### config.mk
export PLATFORM = sky130hd
export DESIGN_NAME = semaphore_set_table
export DESIGN_NICKNAME = d
export VERILOG_FILES = /design/src/sv/sst_pkg.sv /design/src/sv/sst_front.sv /design/src/sv/sst_queue.sv /design/src/sv/sst_back.sv /design/src/sv/semaphore_set_table.sv
export SDC_FILE = /design/constraint.sdc
export NUM_CORES = 2
export LEC_CHECK = 0
export ABC_CLOCK_PERIOD_IN_PS = 14400
export BUFFER_PORTS_ARGS = -buffer_cell sky130_fd_sc_hd__buf_2
export CELL_PAD_IN_SITES_DETAIL_PLACEMENT = 1
export CELL_PAD_IN_SITES_GLOBAL_PLACEMENT = 1
export CORE_MARGIN = 4
export CORE_UTILIZATION = 60
export DETAILED_ROUTE_END_ITERATION = 12
export PLACE_DENSITY_LB_ADDON = 0.1
export SLEW_MARGIN = 20
export SYNTH_ARGS = -nofsm -noshare
export SYNTH_HDL_FRONTEND = slang
export SYNTH_SLANG_ARGS = --single-unit
### constraint.sdc
create_clock -name i_clk -period 14.4 [get_ports i_clk]
set_clock_uncertainty 0.15 [all_clocks]
set_input_delay 2.88 -clock i_clk [delete_from_list [all_inputs] [get_ports i_clk]]
set_output_delay 2.88 -clock i_clk [all_outputs]
set_load 0.01 [all_outputs]
### src/sv/sst_pkg.sv
// shared types and constants for the semaphore set table
// no dependencies; imported by every module of the block
`default_nettype none

package sst_pkg;

    // raw command codes on the input port
    localparam logic [2:0] CMD_GET    = 3'd0;
    localparam logic [2:0] CMD_SEMOP  = 3'd1;
    localparam logic [2:0] CMD_GETVAL = 3'd2;
    localparam logic [2:0] CMD_SETVAL = 3'd3;
    localparam logic [2:0] CMD_REMOVE = 3'd4;

    // command queue between front and back
    localparam int Q_DEPTH = 2;

    typedef enum logic [2:0] {
        OP_GET,
        OP_SEMOP,
        OP_GETVAL,
        OP_SETVAL,
        OP_REMOVE,
        OP_BAD
    } t_op;

    typedef enum logic [1:0] {
        ST_OK    = 2'd0,
        ST_ERR   = 2'd1,
        ST_BLOCK = 2'd2
    } t_status;

    typedef enum logic [2:0] {
        BS_IDLE,
        BS_DISPATCH,
        BS_SCAN,
        BS_ZERO,
        BS_EXEC
    } t_bstate;

    // one classified command beat
    typedef struct packed {
        t_op         op;
        logic [31:0] key;
        logic        create;
        logic [3:0]  size;
        logic [2:0]  sid;
        logic [2:0]  idx;
        logic [31:0] value;
        logic        nowait;
        logic        size_bad;
        logic        sid_bad;
    } t_item;

    // front to queue
    typedef struct packed {
        logic  push;
        t_item item;
    } t_q_in;

    // queue to back
    typedef struct packed {
        logic  valid;
        t_item item;
    } t_q_out;

endpackage

`default_nettype wire

### src/sv/sst_front.sv
// front end: accepts command beats and classifies them
// depends on sst_pkg
`default_nettype none

module sst_front import sst_pkg::*; #(
    parameter int NUM_SETS     = 8,
    parameter int SEMS_PER_SET = 8
) (
    input  wire                logic        start,
    input  wire                logic        i_full,
    input  wire                logic [2:0]  i_command,
    input  wire                logic [31:0] i_key,
    input  wire                logic        i_create_flag,
    input  wire                logic [3:0]  i_set_size,
    input  wire                logic [2:0]  i_set_id,
    input  wire                logic [2:0]  i_sem_index,
    input  wire                logic [31:0] i_value,
    input  wire                logic        i_nowait_flag,
    output t_q_in                           o_q_in
);

    t_op w_op;

    // decode the command code
    always_comb begin
        case (i_command)
            CMD_GET:    w_op = OP_GET;
            CMD_SEMOP:  w_op = OP_SEMOP;
            CMD_GETVAL: w_op = OP_GETVAL;
            CMD_SETVAL: w_op = OP_SETVAL;
            CMD_REMOVE: w_op = OP_REMOVE;
            default:    w_op = OP_BAD;
        endcase
    end

    // build the queue entry with range checks done up front
    always_comb begin
        o_q_in.push          = start && !i_full;
        o_q_in.item.op       = w_op;
        o_q_in.item.key      = i_key;
        o_q_in.item.create   = i_create_flag;
        o_q_in.item.size     = i_set_size;
        o_q_in.item.sid      = i_set_id;
        o_q_in.item.idx      = i_sem_index;
        o_q_in.item.value    = i_value;
        o_q_in.item.nowait   = i_nowait_flag;
        o_q_in.item.size_bad = (i_set_size == 4'd0) || (int'(i_set_size) > SEMS_PER_SET);
        o_q_in.item.sid_bad  = int'(i_set_id) >= NUM_SETS;
    end

endmodule

`default_nettype wire

### src/sv/sst_queue.sv
// short command queue between front and back
// depends on sst_pkg
`default_nettype none

module sst_queue import sst_pkg::*; (
    input  wire   logic i_clk,
    input  wire   logic i_rst_n,
    input  wire   t_q_in i_q_in,
    input  wire   logic i_pop,
    output logic        o_full,
    output t_q_out      o_q_out
);

    localparam int PW = (Q_DEPTH > 1) ? $clog2(Q_DEPTH) : 1;
    localparam int CW = $clog2(Q_DEPTH + 1);

    t_item          r_mem [Q_DEPTH];
    logic [PW-1:0]  r_head;
    logic [PW-1:0]  r_tail;
    logic [CW-1:0]  r_count;
    logic [PW-1:0]  n_head;
    logic [PW-1:0]  n_tail;
    logic           w_pop;

    assign o_full        = r_count == CW'(Q_DEPTH);
    assign o_q_out.valid = r_count != '0;
    assign o_q_out.item  = r_mem[r_head];
    assign w_pop         = i_pop && o_q_out.valid;

    // pointer wrap
    always_comb begin
        n_head = (r_head == PW'(Q_DEPTH - 1)) ? '0 : PW'(r_head + 1'b1);
        n_tail = (r_tail == PW'(Q_DEPTH - 1)) ? '0 : PW'(r_tail + 1'b1);
    end

    // pointers and fill count
    always_ff @(posedge i_clk) begin
        if (!i_rst_n) begin
            r_head  <= '0;
            r_tail  <= '0;
            r_count <= '0;
        end else begin
            if (i_q_in.push) r_tail <= n_tail;
            if (w_pop)       r_head <= n_head;
            if (i_q_in.push && !w_pop)      r_count <= CW'(r_count + 1'b1);
            else if (!i_q_in.push && w_pop) r_count <= CW'(r_count - 1'b1);
        end
    end

    // entry storage
    always_ff @(posedge i_clk) begin
        if (i_q_in.push) r_mem[r_tail] <= i_q_in.item;
    end

endmodule

`default_nettype wire

### src/sv/sst_back.sv
// back end: set table, counter memory and command sequencer
// depends on sst_pkg
`default_nettype none

module sst_back import sst_pkg::*; #(
    parameter int NUM_SETS     = 8,
    parameter int SEMS_PER_SET = 8
) (
    input  wire    logic        i_clk,
    input  wire    logic        i_rst_n,
    input  wire    t_q_out      i_q_out,
    output logic                o_pop,
    output logic                o_strobe,
    output logic [1:0]          o_status,
    output logic [30:0]         o_result_value
);

    localparam int DEPTH = NUM_SETS * SEMS_PER_SET;
    localparam int IW    = (NUM_SETS > 1) ? $clog2(NUM_SETS) : 1;
    localparam int ZW    = (SEMS_PER_SET > 1) ? $clog2(SEMS_PER_SET) : 1;
    localparam int AW    = (DEPTH > 1) ? $clog2(DEPTH) : 1;

    // set table and counter memory
    logic          r_in_use [NUM_SETS];
    logic [31:0]   r_key    [NUM_SETS];
    logic [3:0]    r_size   [NUM_SETS];
    logic [30:0]   r_cnt_mem [DEPTH];
    logic [30:0]   r_rdata;

    // sequencer
    t_bstate       r_state, n_state;
    t_item         r_item;
    logic [IW-1:0] r_scan, n_scan;
    logic          r_free_found, n_free_found;
    logic [IW-1:0] r_free_id, n_free_id;
    logic [IW-1:0] r_claim_id, n_claim_id;
    logic [ZW-1:0] r_zcnt, n_zcnt;
    logic          r_strobe, n_strobe;
    t_status       r_status, n_status;
    logic [30:0]   r_value, n_value;

    // table and memory controls
    logic          w_claim_en;
    logic          w_rm_en;
    logic          w_wr_en;
    logic [AW-1:0] w_wr_addr;
    logic [30:0]   w_wr_data;
    logic [AW-1:0] w_rd_addr;

    // operand views
    logic [IW-1:0] w_sid_ix;
    logic [ZW-1:0] w_idx_ix;
    logic          w_set_ok;
    logic          w_idx_bad;
    logic          w_scan_hit;
    logic          w_scan_free;
    logic          w_scan_last;
    logic [31:0]   w_mag;
    logic          w_p_ok;
    logic [30:0]   w_p_new;
    logic [31:0]   w_sum;
    logic          w_zero_last;

    assign o_pop          = (r_state == BS_IDLE) && i_q_out.valid;
    assign o_strobe       = r_strobe;
    assign o_status       = r_status;
    assign o_result_value = r_value;

    // address and check terms
    always_comb begin
        w_sid_ix    = IW'(r_item.sid);
        w_idx_ix    = ZW'(r_item.idx);
        w_set_ok    = !r_item.sid_bad && r_in_use[w_sid_ix];
        w_idx_bad   = (8'(r_item.idx) >= 8'(r_size[w_sid_ix]))
                      || (int'(r_item.idx) >= SEMS_PER_SET);
        w_rd_addr   = AW'(AW'(w_sid_ix) * AW'(SEMS_PER_SET) + AW'(w_idx_ix));
        w_scan_hit  = (r_item.key != 32'd0) && r_in_use[r_scan] && (r_key[r_scan] == r_item.key);
        w_scan_free = !r_in_use[r_scan];
        w_scan_last = r_scan == IW'(NUM_SETS - 1);
        w_zero_last = int'(r_zcnt) == (int'(r_item.size) - 1);
    end

    // semaphore arithmetic on the fetched counter
    always_comb begin
        w_mag   = ~r_item.value + 32'd1;
        w_p_ok  = {1'b0, r_rdata} >= w_mag;
        w_p_new = r_rdata - w_mag[30:0];
        w_sum   = {1'b0, r_rdata} + {1'b0, r_item.value[30:0]};
    end

    // next state and outputs
    always_comb begin
        n_state      = r_state;
        n_scan       = r_scan;
        n_free_found = r_free_found;
        n_free_id    = r_free_id;
        n_claim_id   = r_claim_id;
        n_zcnt       = r_zcnt;
        n_strobe     = 1'b0;
        n_status     = ST_OK;
        n_value      = '0;
        w_claim_en   = 1'b0;
        w_rm_en      = 1'b0;
        w_wr_en      = 1'b0;
        w_wr_addr    = w_rd_addr;
        w_wr_data    = '0;

        case (r_state)
            BS_IDLE: begin
                if (i_q_out.valid) n_state = BS_DISPATCH;
            end

            BS_DISPATCH: begin
                n_state = BS_IDLE;
                if (r_item.op == OP_BAD) begin
                    n_strobe = 1'b1;
                    n_status = ST_ERR;
                end else if (r_item.op == OP_GET) begin
                    if (r_item.size_bad) begin
                        n_strobe = 1'b1;
                        n_status = ST_ERR;
                    end else begin
                        n_scan       = '0;
                        n_free_found = 1'b0;
                        n_state      = BS_SCAN;
                    end
                end else if (!w_set_ok) begin
                    n_strobe = 1'b1;
                    n_status = ST_ERR;
                end else if (r_item.op == OP_REMOVE) begin
                    w_rm_en  = 1'b1;
                    n_strobe = 1'b1;
                end else if (w_idx_bad) begin
                    n_strobe = 1'b1;
                    n_status = ST_ERR;
                end else if (r_item.op == OP_SETVAL) begin
                    n_strobe = 1'b1;
                    if (r_item.value[31]) begin
                        n_status = ST_ERR;
                    end else begin
                        w_wr_en   = 1'b1;
                        w_wr_data = r_item.value[30:0];
                    end
                end else begin
                    // getval or op: counter arrives next cycle
                    n_state = BS_EXEC;
                end
            end

            BS_SCAN: begin
                if (w_scan_free && !r_free_found) begin
                    n_free_found = 1'b1;
                    n_free_id    = r_scan;
                end
                if (w_scan_hit) begin
                    n_strobe = 1'b1;
                    n_value  = 31'(r_scan);
                    n_state  = BS_IDLE;
                end else if (w_scan_last) begin
                    n_strobe = 1'b1;
                    n_state  = BS_IDLE;
                    if ((r_item.key != 32'd0) && !r_item.create) begin
                        n_status = ST_ERR;
                    end else if (r_free_found || w_scan_free) begin
                        // claim the lowest free set, then clear its counters
                        w_claim_en = 1'b1;
                        n_claim_id = r_free_found ? r_free_id : r_scan;
                        n_value    = 31'(n_claim_id);
                        n_zcnt     = '0;
                        n_state    = BS_ZERO;
                    end else begin
                        n_status = ST_ERR;
                    end
                end else begin
                    n_scan = IW'(r_scan + 1'b1);
                end
            end

            BS_ZERO: begin
                w_wr_en   = 1'b1;
                w_wr_addr = AW'(AW'(r_claim_id) * AW'(SEMS_PER_SET) + AW'(r_zcnt));
                w_wr_data = '0;
                n_zcnt    = ZW'(r_zcnt + 1'b1);
                if (w_zero_last) n_state = BS_IDLE;
            end

            BS_EXEC: begin
                n_state  = BS_IDLE;
                n_strobe = 1'b1;
                if (r_item.op == OP_GETVAL) begin
                    n_value = r_rdata;
                end else if (r_item.value[31]) begin
                    if (w_p_ok) begin
                        w_wr_en   = 1'b1;
                        w_wr_data = w_p_new;
                    end else begin
                        n_status = r_item.nowait ? ST_ERR : ST_BLOCK;
                    end
                end else if (r_item.value != 32'd0) begin
                    if (!w_sum[31]) begin
                        w_wr_en   = 1'b1;
                        w_wr_data = w_sum[30:0];
                    end else begin
                        n_status = ST_ERR;
                    end
                end else if (r_rdata != 31'd0) begin
                    n_status = r_item.nowait ? ST_ERR : ST_BLOCK;
                end
            end

            default: n_state = BS_IDLE;
        endcase
    end

    // state register and control flops
    always_ff @(posedge i_clk) begin
        if (!i_rst_n) begin
            r_state  <= BS_IDLE;
            r_strobe <= 1'b0;
        end else begin
            r_state  <= n_state;
            r_strobe <= n_strobe;
        end
    end

    // sequencer payload
    always_ff @(posedge i_clk) begin
        if (o_pop) r_item <= i_q_out.item;
        r_scan       <= n_scan;
        r_free_found <= n_free_found;
        r_free_id    <= n_free_id;
        r_claim_id   <= n_claim_id;
        r_zcnt       <= n_zcnt;
        r_status     <= n_status;
        r_value      <= n_value;
    end

    // in-use bits
    always_ff @(posedge i_clk) begin
        if (!i_rst_n) begin
            for (int i = 0; i < NUM_SETS; i++) r_in_use[i] <= 1'b0;
        end else begin
            if (w_claim_en) r_in_use[n_claim_id] <= 1'b1;
            if (w_rm_en)    r_in_use[w_sid_ix]   <= 1'b0;
        end
    end

    // key and size of a claimed set
    always_ff @(posedge i_clk) begin
        if (w_claim_en) begin
            r_key[n_claim_id]  <= r_item.key;
            r_size[n_claim_id] <= r_item.size;
        end
    end

    // counter memory, one write and one registered read
    always_ff @(posedge i_clk) begin
        if (w_wr_en) r_cnt_mem[w_wr_addr] <= w_wr_data;
        r_rdata <= r_cnt_mem[w_rd_addr];
    end

endmodule

`default_nettype wire

### src/sv/semaphore_set_table.sv
// semaphore set table top level: front, command queue and back
// a beat is queued, popped when the back is idle and dispatched: errors, remove and setval
// answer from dispatch, getval and op from exec after the registered counter read, a get
// from the scan of set slots, ending on a key hit or the last slot; a claim then clears size
// counters before the next beat; the back takes one beat at a time, two can wait in the queue
// reset clears in-use bits, queue and sequencer at once; results cannot be held off
`default_nettype none

module semaphore_set_table import sst_pkg::*; #(
    parameter int NUM_SETS     = 8,
    parameter int SEMS_PER_SET = 8
) (
    input  wire logic               i_clk,
    input  wire logic               i_rst_n,
    input  wire logic               start,
    output logic                    busy,
    input  wire logic [2:0]         i_command,
    input  wire logic signed [31:0] i_key,
    input  wire logic               i_create_flag,
    input  wire logic [3:0]         i_set_size,
    input  wire logic [2:0]         i_set_id,
    input  wire logic [2:0]         i_sem_index,
    input  wire logic signed [31:0] i_value,
    input  wire logic               i_nowait_flag,
    output logic                    o_strobe,
    output logic [1:0]              o_status,
    output logic [30:0]             o_result_value
);

    t_q_in  w_q_in;
    t_q_out w_q_out;
    logic   w_full;
    logic   w_pop;

    assign busy = w_full;

    // classify incoming beats
    sst_front #(
        .NUM_SETS     (NUM_SETS),
        .SEMS_PER_SET (SEMS_PER_SET)
    ) u_front (
        .start         (start),
        .i_full        (w_full),
        .i_command     (i_command),
        .i_key         (i_key),
        .i_create_flag (i_create_flag),
        .i_set_size    (i_set_size),
        .i_set_id      (i_set_id),
        .i_sem_index   (i_sem_index),
        .i_value       (i_value),
        .i_nowait_flag (i_nowait_flag),
        .o_q_in        (w_q_in)
    );

    // decoupling queue
    sst_queue u_queue (
        .i_clk   (i_clk),
        .i_rst_n (i_rst_n),
        .i_q_in  (w_q_in),
        .i_pop   (w_pop),
        .o_full  (w_full),
        .o_q_out (w_q_out)
    );

    // execute against the table
    sst_back #(
        .NUM_SETS     (NUM_SETS),
        .SEMS_PER_SET (SEMS_PER_SET)
    ) u_back (
        .i_clk          (i_clk),
        .i_rst_n        (i_rst_n),
        .i_q_out        (w_q_out),
        .o_pop          (w_pop),
        .o_strobe       (o_strobe),
        .o_status       (o_status),
        .o_result_value (o_result_value)
    );

    // an accepted beat is waiting in the queue on the next cycle
    a_accept_queued: assert property (@(posedge i_clk) disable iff (!i_rst_n)
        (start && !busy) |=> w_q_out.valid)
        else $error("accepted beat not queued");

    // results are never back to back
    a_strobe_gap: assert property (@(posedge i_clk) disable iff (!i_rst_n)
        o_strobe |=> !o_strobe)
        else $error("two results in consecutive cycles");

    // error and would-block answers carry a zero value
    a_fail_zero: assert property (@(posedge i_clk) disable iff (!i_rst_n)
        (o_strobe && (o_status != ST_OK)) |-> (o_result_value == 31'd0))
        else $error("non-zero value on a failed result");

    // the back takes one beat and dispatches it before the next pop
    a_pop_single: assert property (@(posedge i_clk) disable iff (!i_rst_n)
        w_pop |=> !w_pop)
        else $error("pop while the back is busy");

endmodule

`default_nettype wire

* After elaboration in Yosys (flattened, before gate mapping) *
Memories as Yosys holds them, arrays and structs flattened. A register that Yosys moved wholly into a read port is not among the register bits.
Cells that the tools add are included.

word-level totals
  flip-flop bits (word level) = 55
  RAM bits = 2440
  bits of input ports = 82
  output and inout port bits = 35
  logic and storage cells = 233
  memories kept = 5

memories
  memory            words  width  read ports  clocked after memory_dff  write ports  RTL line         source
  u_back.r_cnt_mem  64     31     1           1                         1            sst_back.sv:27   logic [30:0] r_cnt_mem [DEPTH];
  u_back.r_key      8      32     1           1                         1            sst_back.sv:25   logic [31:0] r_key [NUM_SETS];
  u_queue.r_mem     2      80     1           1                         1            sst_queue.sv:17  t_item r_mem [Q_DEPTH];
  u_back.r_size     8      4      1           0                         1            sst_back.sv:26   logic [3:0] r_size [NUM_SETS];
  u_back.r_in_use   8      1      2           1                         8            sst_back.sv:24   logic r_in_use [NUM_SETS];

cells by class
  $add $sub $neg = 12
  order comparisons = 3
  equal/unequal tests = 28
  multiplexer cells = 134
  bitwise logic cells = 1
  reduce and logical (&&, ||, !) cells = 37

operator list
  operator                                                                 number
  31-bit 2-to-1 mux                                                        16
  31-bit one-hot mux with 2 select lines                                   2
  3-bit 2-to-1 mux                                                         31
  32-bit nonzero test                                                      2
  1-bit 2-to-1 mux                                                         57
  2-bit 2-to-1 mux                                                         19
  31-bit by 31-bit adder with 32-bit output                                1
  32-bit by 1-bit adder with 32-bit output, second input constant          1
  32-bit == test                                                           1
  4-bit by 32-bit == test with 1-bit output                                1
  31-bit by 32-bit >= comparator with 1-bit output                         1
  32-bit inverter                                                          1
  31-bit nonzero test                                                      1
  31-bit subtractor                                                        1
  3-bit by 2-bit == test with 1-bit output, second input constant          6
  3-bit == test, second input constant                                     5
  3-bit one-hot mux with 5 select lines                                    1
  6-bit by 3-bit adder with 6-bit output                                   2
  2-bit by 1-bit inequality test with 1-bit output, second input constant  6
  3-bit one-hot mux with 2 select lines                                    2
  3-bit one-hot mux with 4 select lines                                    1
  1-bit logical AND                                                        10
  2-bit inequality test, second input constant                             5
  5-bit AND reduction                                                      2
  other kinds (23)                                                         40

* Longest topological paths before layout *
  word-level depth = 13
  gate-level depth with buffers = 21
  mapped depth without buffers = 18

* By module *
A second synthesis with hierarchy kept.

second synthesis, totals
  cell total of the unflattened synthesis = 4768
  area total of the unflattened synthesis = 103406.7 µm²

by module, submodules not included
  module     times used  cells each  area an instance (µm²)  sequential area each (µm²)
  sst_back   1           4410        96720.3                 72659.7
  sst_queue  1           274         6062.1                  4964.8
  sst_front  1           84          624.3                   0.0

* Least setup slack after synthesis *
OpenSTA, ideal clock, no wires.

  kind = input to register
  start point = input i_rst_n
  end point = memory u_back.r_key[2][0], enable pin
  data arrival time = 7055 ps
  data required time = 13728 ps
  slack = 6673 ps
  cell stages on the path = 5
  buffers on the path = 2
  cell sequence = clkbuf_1 -> and2_1 -> and3_1 -> buf_1 -> nor4_1

RTL lines
  element      RTL line                   source
  from (decl)  semaphore_set_table.sv:14  input wire logic i_rst_n,
  to (decl)    sst_back.sv:25

* Final worst setup path *
  start point = register, netlist name u_back.r_item[5]
  end point = memory u_back.r_cnt_mem[17][8], enable pin

between the ends
  longest elaborated chain between the ends = 9

ends and longest elaborated chain
  element                                           RTL line         source
  32-bit inverter                                   sst_back.sv:85   w_mag = ~r_item.value + 32'd1;
  32-bit by 1-bit adder with 32-bit output          sst_back.sv:85
  31-bit by 32-bit >= comparator with 1-bit output  sst_back.sv:86   w_p_ok = {1'b0, r_rdata} >= w_mag;
  1-bit 2-to-1 mux                                  sst_back.sv:193  if (w_p_ok) begin
  1-bit 2-to-1 mux *                                sst_back.sv:192  end else if (r_item.value[31]) begin
  1-bit 2-to-1 mux *                                sst_back.sv:190  if (r_item.op == OP_GETVAL) begin
  1-bit one-hot mux with 3 select lines *           sst_back.sv:108  case (r_state)
  1-bit 2-to-1 mux *                                sst_back.sv:258  if (w_wr_en) r_cnt_mem[w_wr_addr] <= w_wr_data;
  1-bit 2-to-1 mux (not written as such) *          sst_back.sv:258
  to (decl)                                         sst_back.sv:27

Mark *: on every way between the ends. The rest lies on a longest branch, timed or not.

==> impl_results.html <==
<table>
<tr><th>Metric</th><th>Value</th></tr>
<tr><th colspan="2">Logic synthesis</th></tr>
<tr><td>Multiplexer share of the synthesized area</td><td>0.172</td></tr>
<tr><td>Fraction of the mapped netlist area in compound gates</td><td>0.0229</td></tr>
<tr><td>Share of the synthesized area in the top cell type</td><td>0.738</td></tr>
<tr><td>Synth area leader</td><td>sky130_fd_sc_hd__edfxtp_1</td></tr>
<tr><td>Proportion of synthesized flip-flops having asynchronous set or reset</td><td>0</td></tr>
<tr><td>Net count after synthesis</td><td>4,867</td></tr>
<tr><td>Synthesized netlist cell count</td><td>4,712</td></tr>
<tr><td>Top FF cell, synth</td><td>sky130_fd_sc_hd__edfxtp_1</td></tr>
<tr><td>Ys Warns</td><td>0</td></tr>
<tr><td>Fraction of the yosys area taken by sequential cells</td><td>0.754</td></tr>
<tr><td>Number of library cell types mapped by synthesis</td><td>~70</td></tr>
<tr><td>Synthesized area per cell</td><td>21.8 µm²</td></tr>
<tr><td>Number of enable flip-flop cells after synthesis</td><td>2,522</td></tr>
<tr><td>Syn Std Cell Area</td><td>103,000 µm²</td></tr>
<tr><td>Share of synthesized cell area in full adder, half adder and majority cells</td><td>0.00904</td></tr>
<tr><td>Xor and xnor area share after synthesis</td><td>0.00964</td></tr>
<tr><td>Dominant combinational cell family by area after synthesis</td><td>multiplexers</td></tr>
<tr><td>Cell types with the largest area share after synthesis</td><td>sky130_fd_sc_hd__edfxtp_1 74%, sky130_fd_sc_hd__mux4_2 16%, sky130_fd_sc_hd__dfxtp_1 1.7%, sky130_fd_sc_hd__mux2_2 1.0%, sky130_fd_sc_hd__ha_1 0.87%</td></tr>
<tr><td>Synthesis-stage register bit count</td><td>2,608</td></tr>
<tr><td>Commonest cells in the synthesized netlist</td><td>2,522 x sky130_fd_sc_hd__edfxtp_1, 719 x sky130_fd_sc_hd__mux4_2, 162 x sky130_fd_sc_hd__clkbuf_1</td></tr>
<tr><td>Area fraction in and, or, nand and nor cells after synthesis</td><td>0.0219</td></tr>
<tr><td>Cell with the most instances after synthesis</td><td>sky130_fd_sc_hd__edfxtp_1</td></tr>
<tr><th colspan="2">Die</th></tr>
<tr><td>Standard cell core area</td><td>~170,000 µm²</td></tr>
<tr><td>Die boundary width</td><td>422 µm</td></tr>
<tr><td>Site Rows</td><td>151</td></tr>
<tr><td>Floorplan die area</td><td>178,000 µm²</td></tr>
<tr><td>IO Count</td><td>between 100 and 150</td></tr>
<tr><td>Effective utilization at floorplan</td><td>0.605</td></tr>
<tr><td>Die Y</td><td>422 µm</td></tr>
<tr><th colspan="2">Global routing</th></tr>
<tr><td>Wire length of the first global-routing pass</td><td>399,000 µm</td></tr>
<tr><td>Number of antenna violations at the first check in global routing</td><td>26</td></tr>
<tr><td>Global route total overflow</td><td>0</td></tr>
<tr><td>Overall global routing resource usage</td><td>0.316</td></tr>
<tr><td>Number of global-route vias before repair</td><td>52,800</td></tr>
<tr><td>Pin count of the biggest net entering global routing</td><td>159</td></tr>
<tr><th colspan="2">Clock tree</th></tr>
<tr><td>Clock tree from TritonCTS</td><td>yes</td></tr>
<tr><td>Number of CTS-inserted buffers</td><td>about 280</td></tr>
<tr><td>Clock-pin slew on the worst setup and hold paths</td><td>60 ps</td></tr>
<tr><td>Buffers inserted during post-CTS setup optimization</td><td>0</td></tr>
<tr><td>Buffers from clock root to sink, at most</td><td>4</td></tr>
<tr><td>H-tree depth</td><td>5</td></tr>
<tr><td>CTS resizes</td><td>0</td></tr>
<tr><td># hold bufs at CTS</td><td>0</td></tr>
<tr><td>Clk_lat worst skew</td><td>930 ps</td></tr>
<tr><td>Root buf cell</td><td>sky130_fd_sc_hd__clkbuf_16</td></tr>
<tr><td>Sinks on the clock net</td><td>2,608</td></tr>
<tr><th colspan="2">STA</th></tr>
<tr><td>Worst slew slack as a fraction of its limit</td><td>0.173</td></tr>
<tr><td>Setup-failing EPs final</td><td>0</td></tr>
<tr><td>Number of hold violations in the final report</td><td>0</td></tr>
<tr><td>Setup repair after global routing missed its margin</td><td>false</td></tr>
<tr><td>Final worst-path cycle share</td><td>0.528</td></tr>
<tr><td>Minimum clock period</td><td>7610 ps</td></tr>
<tr><td>Hold slack</td><td>390 ps</td></tr>
<tr><td>Setup Total Neg Slack</td><td>0 ps</td></tr>
<tr><td>Final count of pins violating max slew</td><td>0</td></tr>
<tr><td>Maximum frequency from static timing analysis</td><td>0.131 GHz</td></tr>
<tr><td>Worst slew pin tran</td><td>1240 ps</td></tr>
<tr><th colspan="2">Setup path</th></tr>
<tr><td>CP Data Required Time</td><td>14,810 ps</td></tr>
<tr><td>R2R Setup Slk</td><td>6790 ps</td></tr>
<tr><td>Critical Path Slowest Stage Cell</td><td>sky130_fd_sc_hd__a211oi_4</td></tr>
<tr><td>CP Capture Type</td><td>flop</td></tr>
<tr><td>Depth of the critical timing path with buffers and inverters included</td><td>19</td></tr>
<tr><td>Longest individual stage delay on the worst path</td><td>between 800 and 900 ps</td></tr>
<tr><td>Critical Path Fanout Max</td><td>17</td></tr>
<tr><td>Reg2Reg Launch Point</td><td>u_back.r_item[5]</td></tr>
<tr><td>Critical path launch point type</td><td>flop</td></tr>
<tr><td>Worst-path cell chain</td><td>nor4_1 &gt; nor4b_1 &gt; nand2_1 &gt; or2_2 &gt; nor3_1 &gt; nand2_1 &gt; xnor2_1 &gt; ha_1 &gt; and4_1 &gt; and3_1 &gt; nand2_1 &gt; a31o_2 &gt; a21oi_1 &gt; o211a_1 &gt; buf_4 &gt; o21ai_4 &gt; buf_4 &gt; a211oi_4 &gt; buf_4</td></tr>
<tr><td>Startpoint of the worst setup timing path</td><td>u_back.r_item[5]</td></tr>
<tr><td>CP delay by family, top</td><td>simple AND/OR/NAND/NOR gates</td></tr>
<tr><td>End of the critical path</td><td>u_back.r_cnt_mem[17][8]</td></tr>
<tr><td>Category of the most critical setup path</td><td>flop to flop</td></tr>
<tr><td>Total buffers and inverters traversed by the critical path</td><td>3</td></tr>
<tr><td>Critical Path AT</td><td>approximately 8000 ps</td></tr>
<tr><td>Capture instance of the worst register-to-register path</td><td>u_back.r_cnt_mem[17][8]</td></tr>
<tr><td>Length in cells of the worst reg-to-reg path</td><td>19</td></tr>
<tr><th colspan="2">Detailed routing</th></tr>
<tr><td>First-pass iteration count of the detailed router</td><td>5</td></tr>
<tr><td>Via count of the routed design</td><td>roughly 52,000</td></tr>
<tr><td>Drt first-iter violations</td><td>7,253</td></tr>
<tr><td>Detailed-route DRC error count</td><td>0</td></tr>
<tr><td>Post-detailed-route via-to-cell ratio</td><td>6.92</td></tr>
<tr><td>Remaining number of nets flagged by the antenna check after routing</td><td>0</td></tr>
<tr><td>WL/cell</td><td>37.4 µm</td></tr>
<tr><td>Final Routed Wirelength</td><td>279,000 µm</td></tr>
<tr><th colspan="2">Power and ir drop</th></tr>
<tr><td>Clock network fraction of design power</td><td>0.361</td></tr>
<tr><td>Power share of the combinational group</td><td>0.157</td></tr>
<tr><td>Proportion of power drawn by flip-flops and latches</td><td>0.482</td></tr>
<tr><td>Final Power</td><td>18.5 mW</td></tr>
<tr><td>Leak pwr</td><td>approximately 32 nW</td></tr>
<tr><td>Net switching share of the total power</td><td>0.266</td></tr>
<tr><td>Worst IR Drop VDD</td><td>0.181 mV</td></tr>
<tr><td>Cell-internal power</td><td>~14 mW</td></tr>
<tr><td>Power density over cell area</td><td>160 nW/µm²</td></tr>
<tr><td>Net Switching</td><td>4.93 mW</td></tr>
<tr><th colspan="2">Worst hold path</th></tr>
<tr><td>Hold Crit Class</td><td>flop to flop</td></tr>
<tr><td>Start point of the worst min-delay path</td><td>u_queue.r_mem[0][70]</td></tr>
<tr><th colspan="2">Place</th></tr>
<tr><td>Final HPWL DP</td><td>166,000 µm</td></tr>
<tr><td>Global placement routability congestion</td><td>0.874</td></tr>
<tr><td>Number of buffer cells added on primary ports</td><td>about 120</td></tr>
<tr><th colspan="2">Outcome</th></tr>
<tr><td>Status</td><td>finished clean</td></tr>
<tr><th colspan="2">Job</th></tr>
<tr><td>Max-cap violation count</td><td>0</td></tr>
<tr><th colspan="2">Finish</th></tr>
<tr><td>Net total in the final layout</td><td>5,184</td></tr>
<tr><td>Relative area change from synthesis to final layout</td><td>13.0%</td></tr>
<tr><td>Layout cell share with drive strength beyond 1</td><td>0.300</td></tr>
</table>
==> power by group through the flow <==
stage	Combinational (mW)	Clock (mW)	Sequential (mW)
after floorplan	2.13	0	8.91
after global placement	2.87	0	9.07
after CTS	2.92	6.79	8.94
final	2.91	6.69	8.94
after global routing	3.10	7.15	8.97
after detailed placement	2.89	0	9.09
==> flip-flops by register name (all words and copies together) (netlist names), 8 cells and up, named ones only <==
signal / flops
u_queue.r_mem: 160
u_back.r_item: 74
u_back.o_result_value: 31
u_back.r_size: 32
u_back.r_key: 256
u_back.r_in_use: 8
u_back.r_rdata: 31
u_back.r_cnt_mem: 1984
==> worst min path at each step <==
stage | end | slack (ps) | cells after the start
floorplan | u_back.r_in_use[4] | 310 | 2
global route | u_back.r_item[57] | 420 | 1
CTS | u_back.r_item[71] | 390 | 1
global placement | u_back.r_in_use[4] | 340 | 2
finish | u_back.r_item[71] | 390 | 1
detailed placement | u_back.r_in_use[4] | 380 | 2
==> layer usage <==
metal | wire (µm) | GRT usage | vias up
li1 | - | - | 20500
met1 | 106000 | 0.452 | 27600
met2 | 136000 | 0.501 | 2974
met3 | 27400 | 0.0676 | 496
met4 | 9620 | 0.100 | 10
met5 | 73 | 0 | -
==> worst reg2reg max path, cell delays in order, from the launching register on <==
cell and delay [ps]:
sky130_fd_sc_hd__edfxtp_1 490, sky130_fd_sc_hd__nor4_1 480, sky130_fd_sc_hd__nor4b_1 650, sky130_fd_sc_hd__nand2_1 250, sky130_fd_sc_hd__or2_2 420, sky130_fd_sc_hd__nor3_1 470
sky130_fd_sc_hd__nand2_1 160, sky130_fd_sc_hd__xnor2_1 160, sky130_fd_sc_hd__ha_1 370, sky130_fd_sc_hd__and4_1 220, sky130_fd_sc_hd__and3_1 180, sky130_fd_sc_hd__nand2_1 90
sky130_fd_sc_hd__a31o_2 240, sky130_fd_sc_hd__a21oi_1 370, sky130_fd_sc_hd__o211a_1 440, sky130_fd_sc_hd__buf_4 400, sky130_fd_sc_hd__o21ai_4 100, sky130_fd_sc_hd__buf_4 300
sky130_fd_sc_hd__a211oi_4 880, sky130_fd_sc_hd__buf_4 430
==> kinds of logic (layout without fill, tap and decap cells) <==
group                    Yosys count  in the layout
AO/OA/AOI/OAI                    367            367
buffers and inverters            253            761
flip-flops                      2608           2608
AND/OR/NAND/NOR                  440            440
adder cells (fa/ha/maj)           73             73
other                              0             12
XOR/XNOR                         113            113
multiplexers                     858            858
==> through the flow <==
stage          utilization  setup WS (ps)  instances  area (µm²)
2_1_floorplan            -           6670       4712      103000
3_3_place_gp         0.632           7050       6958      107000
3_5_place_dp         0.633           6970       6959      107000
4_1_cts              0.682           6900       7427      116000
5_1_grt              0.684           6360       7439      116000
6_report             0.684           6790       7450      116000
==> area by class of cell <==
type | count | area, µm²
Fill cell | 13000 | 53700
Timing Repair Buffer | 259 | 1950
Clock buffer | 352 | 7420
Tap cell | 2218 | 2780
Clock inverter | 116 | 937
Multi-Input combinational cell | 1851 | 25300
Antenna cell | 12 | 30.0
Sequential cell | 2608 | 77500
Inverter | 34 | 129
==> placed cells by master, fill, tap and decap left out, types with 10 or more instances in the layout <==
master	instances
sky130_fd_sc_hd__a211oi_4	12
sky130_fd_sc_hd__a21o_1	39
sky130_fd_sc_hd__a21oi_1	71
sky130_fd_sc_hd__a21oi_4	35
sky130_fd_sc_hd__a31oi_1	10
sky130_fd_sc_hd__and2_1	39
sky130_fd_sc_hd__and3_1	10
sky130_fd_sc_hd__buf_16	11
sky130_fd_sc_hd__buf_2	116
sky130_fd_sc_hd__buf_4	126
sky130_fd_sc_hd__bufinv_16	15
sky130_fd_sc_hd__clkbuf_1	60
sky130_fd_sc_hd__clkbuf_16	282
sky130_fd_sc_hd__clkbuf_8	10
sky130_fd_sc_hd__clkinv_1	49
sky130_fd_sc_hd__clkinv_2	42
sky130_fd_sc_hd__dfxtp_1	82
sky130_fd_sc_hd__diode_2	12
sky130_fd_sc_hd__edfxtp_1	2522
sky130_fd_sc_hd__ha_1	71
sky130_fd_sc_hd__inv_1	32
sky130_fd_sc_hd__mux2_2	95
sky130_fd_sc_hd__mux2i_1	44
sky130_fd_sc_hd__mux4_2	719
sky130_fd_sc_hd__nand2_1	104
sky130_fd_sc_hd__nand2b_1	25
sky130_fd_sc_hd__nand3_1	21
sky130_fd_sc_hd__nand4_1	14
sky130_fd_sc_hd__nor2_1	82
sky130_fd_sc_hd__nor2_4	19
sky130_fd_sc_hd__nor3_1	30
sky130_fd_sc_hd__nor4_1	29
sky130_fd_sc_hd__o21a_1	19
sky130_fd_sc_hd__o21ai_0	64
sky130_fd_sc_hd__o21ai_4	24
sky130_fd_sc_hd__or3_1	13
sky130_fd_sc_hd__xnor2_1	68
sky130_fd_sc_hd__xor2_1	45
(Power assumes the default switching activity.)
